<file path="src/hdl/xrng_pkg.sv">
// ----------------------------------------------------------------------------
// xrng_pkg: shared types and constants for the bounded xoshiro256++ generator
// Holds the controller state type, the command and status structs and the constants.
// ----------------------------------------------------------------------------
package xrng_pkg;

    localparam int unsigned WordW = 64;

    localparam logic [63:0] SmGamma = 64'h9E3779B97F4A7C15;
    localparam logic [63:0] SmMul1  = 64'hBF58476D1CE4E5B9;
    localparam logic [63:0] SmMul2  = 64'h94D049BB133111EB;

    localparam logic [255:0] JumpPoly = {64'h39ABDC4529B1661C, 64'hA9582618E03FC9AA,
                                         64'hD5A61266F0C9392C, 64'h180EC6D33CFD0ABA};

    localparam logic [1:0] KindDraw   = 2'd0;
    localparam logic [1:0] KindJump   = 2'd1;
    localparam logic [1:0] KindReseed = 2'd2;

    typedef enum logic [3:0] {
        S_IDLE, S_SEED, S_SM_A, S_SM_B, S_SM_C, S_SM_D, S_SM_E,
        S_LIM, S_DIV, S_DRAW, S_RDIV, S_JUMP, S_JEND, S_OUT
    } t_state;

    // Commands from controller to datapath
    typedef struct packed {
        logic load;      // capture item, clear state for result
        logic sm_init;   // load splitmix counter from seed
        logic sm_add;    // counter += gamma, z <= counter ^ counter>>30
        logic sm_mul1;   // one partial product of z * mul1
        logic sm_mix2;   // z ^= z>>27
        logic sm_mul2;   // one partial product of z * mul2
        logic sm_store;  // store z ^ z>>31 into state word
        logic div_start; // start divider on (-range, range)
        logic div_step;  // one restoring step
        logic gen;       // advance generator
        logic rdiv_start;// start divider on (word, range)
        logic jump_clr;  // clear jump accumulator
        logic jump_step; // accumulate (if poly bit) and advance
        logic jump_end;  // copy accumulator to state
        logic set_val;   // form result from divider remainder
        logic set_full;  // result is origin + word masked
    } t_cmd;

    // Status from datapath to controller
    typedef struct packed {
        logic [1:0] kind;
        logic       range_zero_or_pow2;
        logic       div_done;
        logic       accept;
        logic       sm_last;
        logic       mul_done;
        logic       jump_last;
    } t_stat;

endpackage

</file>
<file path="src/hdl/xrng_ctrl.sv">
// ----------------------------------------------------------------------------
// xrng_ctrl: sequencer for the bounded generator
// Steps the datapath through splitmix seeding, jumps, divisions and draws.
// ----------------------------------------------------------------------------
module xrng_ctrl (
    input  logic            i_clk,
    input  logic            i_rst_n,
    input  logic            i_in_fire,
    input  logic            i_out_fire,
    input  xrng_pkg::t_stat i_stat,
    output xrng_pkg::t_cmd  o_cmd,
    output logic            o_busy,
    output logic            o_valid
);

    xrng_pkg::t_state r_state, n_state;
    logic             r_boot, n_boot;

    // State register; the expansion after reset gives no result
    always_ff @(posedge i_clk) begin
        if (!i_rst_n) begin
            r_state <= xrng_pkg::S_SEED;
            r_boot  <= 1'b1;
        end else begin
            r_state <= n_state;
            r_boot  <= n_boot;
        end
    end

    // Next state
    always_comb begin
        n_state = r_state;
        n_boot  = r_boot;
        case (r_state)
            xrng_pkg::S_IDLE: begin
                if (i_in_fire) begin
                    case (i_stat.kind)
                        xrng_pkg::KindDraw: begin
                            n_state = i_stat.range_zero_or_pow2 ? xrng_pkg::S_DRAW
                                                                : xrng_pkg::S_LIM;
                        end
                        xrng_pkg::KindJump:   n_state = xrng_pkg::S_JUMP;
                        xrng_pkg::KindReseed: n_state = xrng_pkg::S_SEED;
                        default:              n_state = xrng_pkg::S_OUT;
                    endcase
                end
            end
            xrng_pkg::S_SEED: n_state = xrng_pkg::S_SM_A;
            xrng_pkg::S_SM_A: n_state = xrng_pkg::S_SM_B;
            xrng_pkg::S_SM_B: n_state = i_stat.mul_done ? xrng_pkg::S_SM_C : xrng_pkg::S_SM_B;
            xrng_pkg::S_SM_C: n_state = xrng_pkg::S_SM_D;
            xrng_pkg::S_SM_D: n_state = i_stat.mul_done ? xrng_pkg::S_SM_E : xrng_pkg::S_SM_D;
            xrng_pkg::S_SM_E: begin
                if (i_stat.sm_last) begin
                    n_state = r_boot ? xrng_pkg::S_IDLE : xrng_pkg::S_OUT;
                    n_boot  = 1'b0;
                end else begin
                    n_state = xrng_pkg::S_SM_A;
                end
            end
            xrng_pkg::S_LIM:  n_state = xrng_pkg::S_DIV;
            xrng_pkg::S_DIV:  n_state = i_stat.div_done ? xrng_pkg::S_DRAW : xrng_pkg::S_DIV;
            xrng_pkg::S_DRAW: begin
                if (i_stat.range_zero_or_pow2) begin
                    n_state = xrng_pkg::S_OUT;
                end else if (i_stat.accept) begin
                    n_state = xrng_pkg::S_RDIV;
                end
            end
            xrng_pkg::S_RDIV: n_state = i_stat.div_done ? xrng_pkg::S_OUT : xrng_pkg::S_RDIV;
            xrng_pkg::S_JUMP: n_state = i_stat.jump_last ? xrng_pkg::S_JEND : xrng_pkg::S_JUMP;
            xrng_pkg::S_JEND: n_state = xrng_pkg::S_OUT;
            xrng_pkg::S_OUT:  n_state = i_out_fire ? xrng_pkg::S_IDLE : xrng_pkg::S_OUT;
            default:          n_state = xrng_pkg::S_IDLE;
        endcase
    end

    // Outputs
    always_comb begin
        o_cmd   = '0;
        o_busy  = 1'b1;
        o_valid = 1'b0;
        case (r_state)
            xrng_pkg::S_IDLE: begin
                o_busy   = 1'b0;
                o_cmd.load = i_in_fire;
                o_cmd.jump_clr = i_in_fire;
                o_cmd.div_start = i_in_fire;
            end
            xrng_pkg::S_SEED: o_cmd.sm_init = 1'b1;
            xrng_pkg::S_SM_A: o_cmd.sm_add  = 1'b1;
            xrng_pkg::S_SM_B: o_cmd.sm_mul1 = 1'b1;
            xrng_pkg::S_SM_C: o_cmd.sm_mix2 = 1'b1;
            xrng_pkg::S_SM_D: o_cmd.sm_mul2 = 1'b1;
            xrng_pkg::S_SM_E: o_cmd.sm_store = 1'b1;
            xrng_pkg::S_LIM:  o_cmd.div_step = 1'b0;
            xrng_pkg::S_DIV:  o_cmd.div_step = 1'b1;
            xrng_pkg::S_DRAW: begin
                o_cmd.gen = 1'b1;
                o_cmd.set_full = i_stat.range_zero_or_pow2;
                o_cmd.rdiv_start = ~i_stat.range_zero_or_pow2 & i_stat.accept;
            end
            xrng_pkg::S_RDIV: begin
                o_cmd.div_step = 1'b1;
                o_cmd.set_val  = i_stat.div_done;
            end
            xrng_pkg::S_JUMP: o_cmd.jump_step = 1'b1;
            xrng_pkg::S_JEND: o_cmd.jump_end  = 1'b1;
            xrng_pkg::S_OUT:  o_valid = 1'b1;
            default:          o_busy  = 1'b1;
        endcase
    end

endmodule

</file>
<file path="config.mk">
export PLATFORM = sky130hd
export DESIGN_NAME = xrng_ctrl
export DESIGN_NICKNAME = d
export VERILOG_FILES = /design/src/hdl/xrng_pkg.sv /design/src/hdl/xrng_ctrl.sv
export SDC_FILE = /design/constraint.sdc
export NUM_CORES = 1
export LEC_CHECK = 0
export BUFFER_PORTS_ARGS = -buffer_cell sky130_fd_sc_hd__buf_2
export CORE_MARGIN = 2
export CORE_UTILIZATION = 36
export CTS_CLUSTER_SIZE = 10
export DETAILED_ROUTE_END_ITERATION = 10
export GPL_TIMING_DRIVEN = 0
export PLACE_DENSITY = 0.63
export SLEW_MARGIN = 0
export SYNTH_ARGS = -nofsm -noshare
export SYNTH_HDL_FRONTEND = slang
export SYNTH_SLANG_ARGS = --single-unit
</file>
<file path="constraint.sdc">
create_clock -name i_clk -period 2.75 [get_ports i_clk]
set_input_delay 0.1375 -clock i_clk [delete_from_list [all_inputs] [get_ports i_clk]]
set_output_delay 0.1375 -clock i_clk [all_outputs]
set_load 0.01 [all_outputs]
</file>
* Word-level counts from Yosys, hierarchy flattened
Index checks and enable logic that the tools add are counted.
** Operators by class
- Reductions and logical operators :: 5
- Add/subtract/negate cells :: 0
- Shift operators :: 0
- Bitwise operators :: 2
- Div/mod/pow operators :: 0
- $lt $le $gt $ge :: 0
- Eq/ne operators :: 17
- Multiply operators :: 0
- Mux-type cells :: 29
** Operators by type and width (count)
- 4-bit one-hot mux with 14 select lines :: 1
- 4-bit 2-to-1 mux :: 7
- 4-bit == test (second input constant) :: 6
- 4-bit by 3-bit == test with 1-bit output (second input constant) :: 4
- 1-bit 2-to-1 mux :: 15
- 4-bit one-hot mux with 3 select lines :: 1
- 3-bit 2-to-1 mux :: 3
- 4-bit by 2-bit == test with 1-bit output (second input constant) :: 2
- 4-bit by 1-bit == test with 1-bit output (second input constant) :: 1
- 4-bit logical NOT :: 1
- 2-bit 2-to-1 mux :: 2
- 2-bit AND reduction :: 2
- 3-bit inequality test (second input constant) :: 1
- 2-bit by 1-bit == test with 1-bit output (second input constant) :: 1
- 2-bit == test (second input constant) :: 1
- 2-bit logical NOT :: 1
- 2-bit inequality test (second input constant) :: 1
- 2-bit OR reduction :: 1
- 1-bit AND :: 1
- 1-bit inverter :: 1
** Storage, ports and cells
- Output and inout port bits :: 18
- Word-level logic and storage cells :: 55
- Memories kept :: 0
- RAM bits :: 0
- Input port bits :: 12
- Register bits :: 5
- Latch bits :: 0
- Bits in read-only memories :: 0

* Logic depth before layout (Yosys ltp)
- Depth in word-level cells :: 4
- Mapped depth :: 7
- Depth with buffers taken out :: 5

* Worst setup path before layout
Ideal clock, no wire load.
- Path kind :: flip-flop to flip-flop
- Start :: register r_state[3]
- End :: register r_state[0]
- Library setup time :: 120 ps
- Period minus slack after synthesis :: 1301 ps
- Slack :: 1449 ps
- Cell stages (with the launch flop) :: 7
- Arrival time :: 1182 ps
- Cells stage by stage :: dfxtp_1 -> buf_6 -> and4bb_1 -> nand3_1 -> o211a_1 -> a31oi_1 -> or2_1
** Between the ends
- Word-level cells in the longest chain between the ends :: 3
- Elaborated cells between the ends (all ways) :: 18
- Those cells by class :: 15 x eq/ne; 1 x mux; 2 x reduce/logical
** Ends and longest elaborated chain
- start, declared :: line xrng_ctrl.sv:16 : xrng_pkg::t_state r_state, n_state;
- start signal, assigned :: line xrng_ctrl.sv:22 : r_state <= xrng_pkg::S_SEED;
- start signal, assigned :: line xrng_ctrl.sv:25 : r_state <= n_state;
- 4-bit == test / 4-bit logical NOT (equally long branches) :: line xrng_ctrl.sv:34 : case (r_state)
- 3-bit inequality test (no source line) / 2-bit inequality test (equally long branches)
- 2-bit AND reduction (no source line)
Several ways; a longest one is shown, not always the timed one.
A chain may end at the register's enable or synchronous reset.

==> results.md <==
| Group | Result | This run |
|:---|:---|:---|
| status | Result of the run | completed |
| sta | Total negative slack for setup checks | 0 ps |
| sta | Fin crit share | 0.5588 |
| sta | Unrepaired setup endpoints after global routing | no |
| synthesis | Total of warnings raised by yosys | 0 |
| drt | Drt total wl | 1672 um |
| setup path | R2R Setup Slk | 1290 ps |
| setup path | CP cell instances | clkbuf_2 -> nand2b_1 -> nor2_1 -> and3b_1 -> buf_2 |
| drt | Average vias per placed instance | 5.504 |
| synthesis | Netlist cell types | 29 |
| placed design | Global placement routability congestion | 0.8559 |
| synthesis | Async set-or-reset flop fraction in the synthesized netlist | 0 |
| die | Area of the core region | 0.001524 mm2 |
| synthesis | Mapped Avg Cell Area | 6.419 um2 |
| sta | Max transition margin | 0.7351 |
| placed design | HPWL after DPL | 1281 um |
| clock network | Skew-Pair Late Insertion Delay | 240 ps |
| sta | Worst-Margin Slew | 392.3 ps |
| clock network | Post-CTS resize count | 0 |
| synthesis | Number of enable-type register cells in the synthesized netlist | 0 |
| die | Total I/O pin count | 30 |
| final layout | Number of nets in the finished design | 138 |
| synthesis | Library cell with the highest instance count after synthesis | sky130_fd_sc_hd__nor2_1 |
| setup path | Category of the worst setup path capture point | primary output |
| sta | Setup violations, final | 0 |
| placed design | Port Buf Inserts | 29 |
| sta | Minimum clock period after layout | 1537 ps |
| setup path | Setup Crit Path Kind | register to primary output |
| die | Total die area | 0.001980 mm2 |
| clock network | Root buffer selected by CTS | sky130_fd_sc_hd__clkbuf_4 |
| die | Die W | 44.50 um |
| hold path | Path class of the lowest-slack min-delay path | input port to register |
| setup path | CP startpoint kind | register |
| setup path | Required time at the worst-slack endpoint | 2610 ps |
| power | LEAKAGE | 0.4189 nW |
| die | Core Rows | 14 |
| synthesis | Register area share after synthesis | 0.1695 |
| setup path | Arrival time of the worst setup path | 1400 ps |
| clock network | Number of buffers created by CTS | 3 |
| sta | Fmax | 0.6508 GHz |
| power | Maximum resistive drop on vdd | 0.0004177 V |
| drt | Number of optimization iterations in the first detailed-route pass | 4 |
| clock network | Clock H-tree levels | 1 |
| setup path | Delay of the slowest critical-path stage | 290 ps |
| setup path | Total buffers and inverters traversed by the critical path | 2 |
| final layout | Area delta synth->final | 32.42% |
| die | Chip Height | 44.50 um |
| clock network | # Post-CTS Setup Buffers | 0 |
| sta | Final count of pins violating max slew | 0 |
| clock network | Clock tree from TritonCTS | done |
| final layout | Final cell area excluding filler cells | 782.0 um2 |
| final layout | Final Core Density | 0.5131 |
| die | Initial cell density of the core | 0.3875 |
| drt | First-iteration detailed-routing DRC count | 11 |
| synthesis | Top cell type's share of synthesized area | 0.1695 |
| synthesis | Cell count after synthesis | 92 |
| sta | Worst Clk Skew | 3.337 ps |
| synthesis | Top FF cell, synth | sky130_fd_sc_hd__dfxtp_1 |
| synthesis | Flops & latches, synth | 5 |
| synthesis | Top post-synthesis cells by count | 11 x sky130_fd_sc_hd__nor2_1, 9 x sky130_fd_sc_hd__nand2_1, 8 x sky130_fd_sc_hd__o21ai_0 |
| synthesis | Area of the mapped netlist | 590.6 um2 |
| final layout | Area of combinational cells with multiple inputs | 405.4 um2 |
| drt | Routed wire length per instance | 11.86 um |
| placed design | Placed insts | 137 |
| final layout | Final std cells w/o fill | 141 |
| clock network | Sinks on the clock net | 5 |
| power | Power density over cell area | 1004 mW/mm2 |
| drt | Detailed-route DRC error count | 0 |
| global route | Overall Global Routing Usage | 0.1818 |
| setup path | Kind of cell with the highest combined delay on the critical path | simple AND/OR/NAND/NOR gates |
| global route | Remaining Overflow, GRT | 0 |
| clock network | Register clock-pin slew on the reported worst setup and hold paths | 40 ps |
| run | Reported max-cap violation count | 0 |
| clock network | Number of hold buffers added after cts | 0 |
| synthesis | Nets in the synthesized netlist | 104 |
| final layout | Fill cell total of the finished layout | 162 |
| final layout | Share of cells above drive strength 1 | 0.3520 |
| synthesis | Top cell type by total area after synthesis | sky130_fd_sc_hd__dfxtp_1 |
| synthesis | Ranking of synthesized cells by area | sky130_fd_sc_hd__dfxtp_1 17%, sky130_fd_sc_hd__nor2_1 7.0%, sky130_fd_sc_hd__o21ai_0 6.8%, sky130_fd_sc_hd__a21oi_1 5.9%, sky130_fd_sc_hd__nor3_1 5.9% |
| final layout | Footprint of the flip-flops and latches | 100.1 um2 |
| global route | Number of global-route vias before repair | 655 |
| global route | Number of antenna violations at the first check in global routing | 0 |
| drt | Number of nets with antenna violations after detailed routing | 0 |
| global route | Global-route wire length before repair | 2718 um |
| drt | Total number of vias | 776 |
| setup path | Critical-path top delay cell | sky130_fd_sc_hd__dfxtp_1 |
| global route | Pin count of the biggest net entering global routing | 11 |
| clock network | Clock Tree Buf Depth | 2 |
| setup path | Critical-path maximum fanout | 8 |
| placed design | Instance area at placement | 755.7 um2 |
| sta | Hold Violations, Final | 0 |
| final layout | Final antenna diode count | 0 |
-- stage by stage --
step / total power, mW / hold WS [ps] / worst slack (ps)
after floorplan: 0.5428 / 199.4 / 1449
after global placement: 0.6983 / 326.5 / 1334
after detailed placement: 0.7005 / 328.7 / 1338
after CTS: 0.7912 / 75.13 / 1192
after global routing: 0.8680 / 93.95 / 1046
final: 0.7855 / 86.66 / 1213
-- worst reg2reg max path, cell delays in order (launching register included) --
cell                       delay, ps
sky130_fd_sc_hd__dfxtp_1         290
sky130_fd_sc_hd__clkbuf_2        160
sky130_fd_sc_hd__nor2_1          180
sky130_fd_sc_hd__nand2_1          90
sky130_fd_sc_hd__o21ai_0         340
sky130_fd_sc_hd__a31oi_1          70
sky130_fd_sc_hd__or2_1           220
-- cell usage in the layout (no fill, tap or decap), drive strengths merged, types with 2 or more instances in the layout --
cell     n
and3     2
a22oi    2
clkbuf   5
buf     38
dfxtp    5
nor3     7
o21ai    8
nor2    12
nor2b    3
a21oi    7
inv      4
nand2b   4
nand3    4
a31oi    2
or2      2
nor3b    2
nand2    9
-- per-layer routing --
metal  track usage  vias to the layer above  share of wire
li1              -                      389              -
met1        0.2249                      349           0.45
met2        0.3159                       38           0.46
met3       0.06531                        0          0.095
met4      0.006061                        0              0
met5             0                        -              0
-- kinds of logic after synthesis --
kind of cell / synth area share
muxes: 0.01907
and+or+nand+nor: 0.4470
buffers and inverters: 0.1440
DFF: 0.1695
AOI/OAI and AO/OA: 0.2203
-- registers in the layout, indices dropped and copies added (netlist names) --
name     cells
r_boot       1
r_state      4
-- report_power, final --
group	internal, mW	switching [mW]	leakage (nW)
clock	0.0548	0.0294	0.0150
sequential	0.101	0.00804	0.0413
combinational	0.245	0.347	0.363
-- final timing paths --
path | cells past startpoint | startpoint | end
setup / recovery | 5 | r_state[1] | o_cmd[5]
hold reg to reg | 2 | r_boot | r_boot
hold / removal | 2 | i_rst_n | r_boot
setup reg to reg | 6 | r_state[1] | r_state[0]
-- area by class of cell --
cell class / instances / area share
Multi-Input combinational cell: 73 / 0.5184
Clock buffer: 4 / 0.03360
Buffer: 10 / 0.08960
Tap cell: 16 / 0.02560
Sequential cell: 5 / 0.1280
Timing Repair Buffer: 29 / 0.1856
Inverter: 4 / 0.01920
Note: power is estimated with default switching activity, not from simulation.
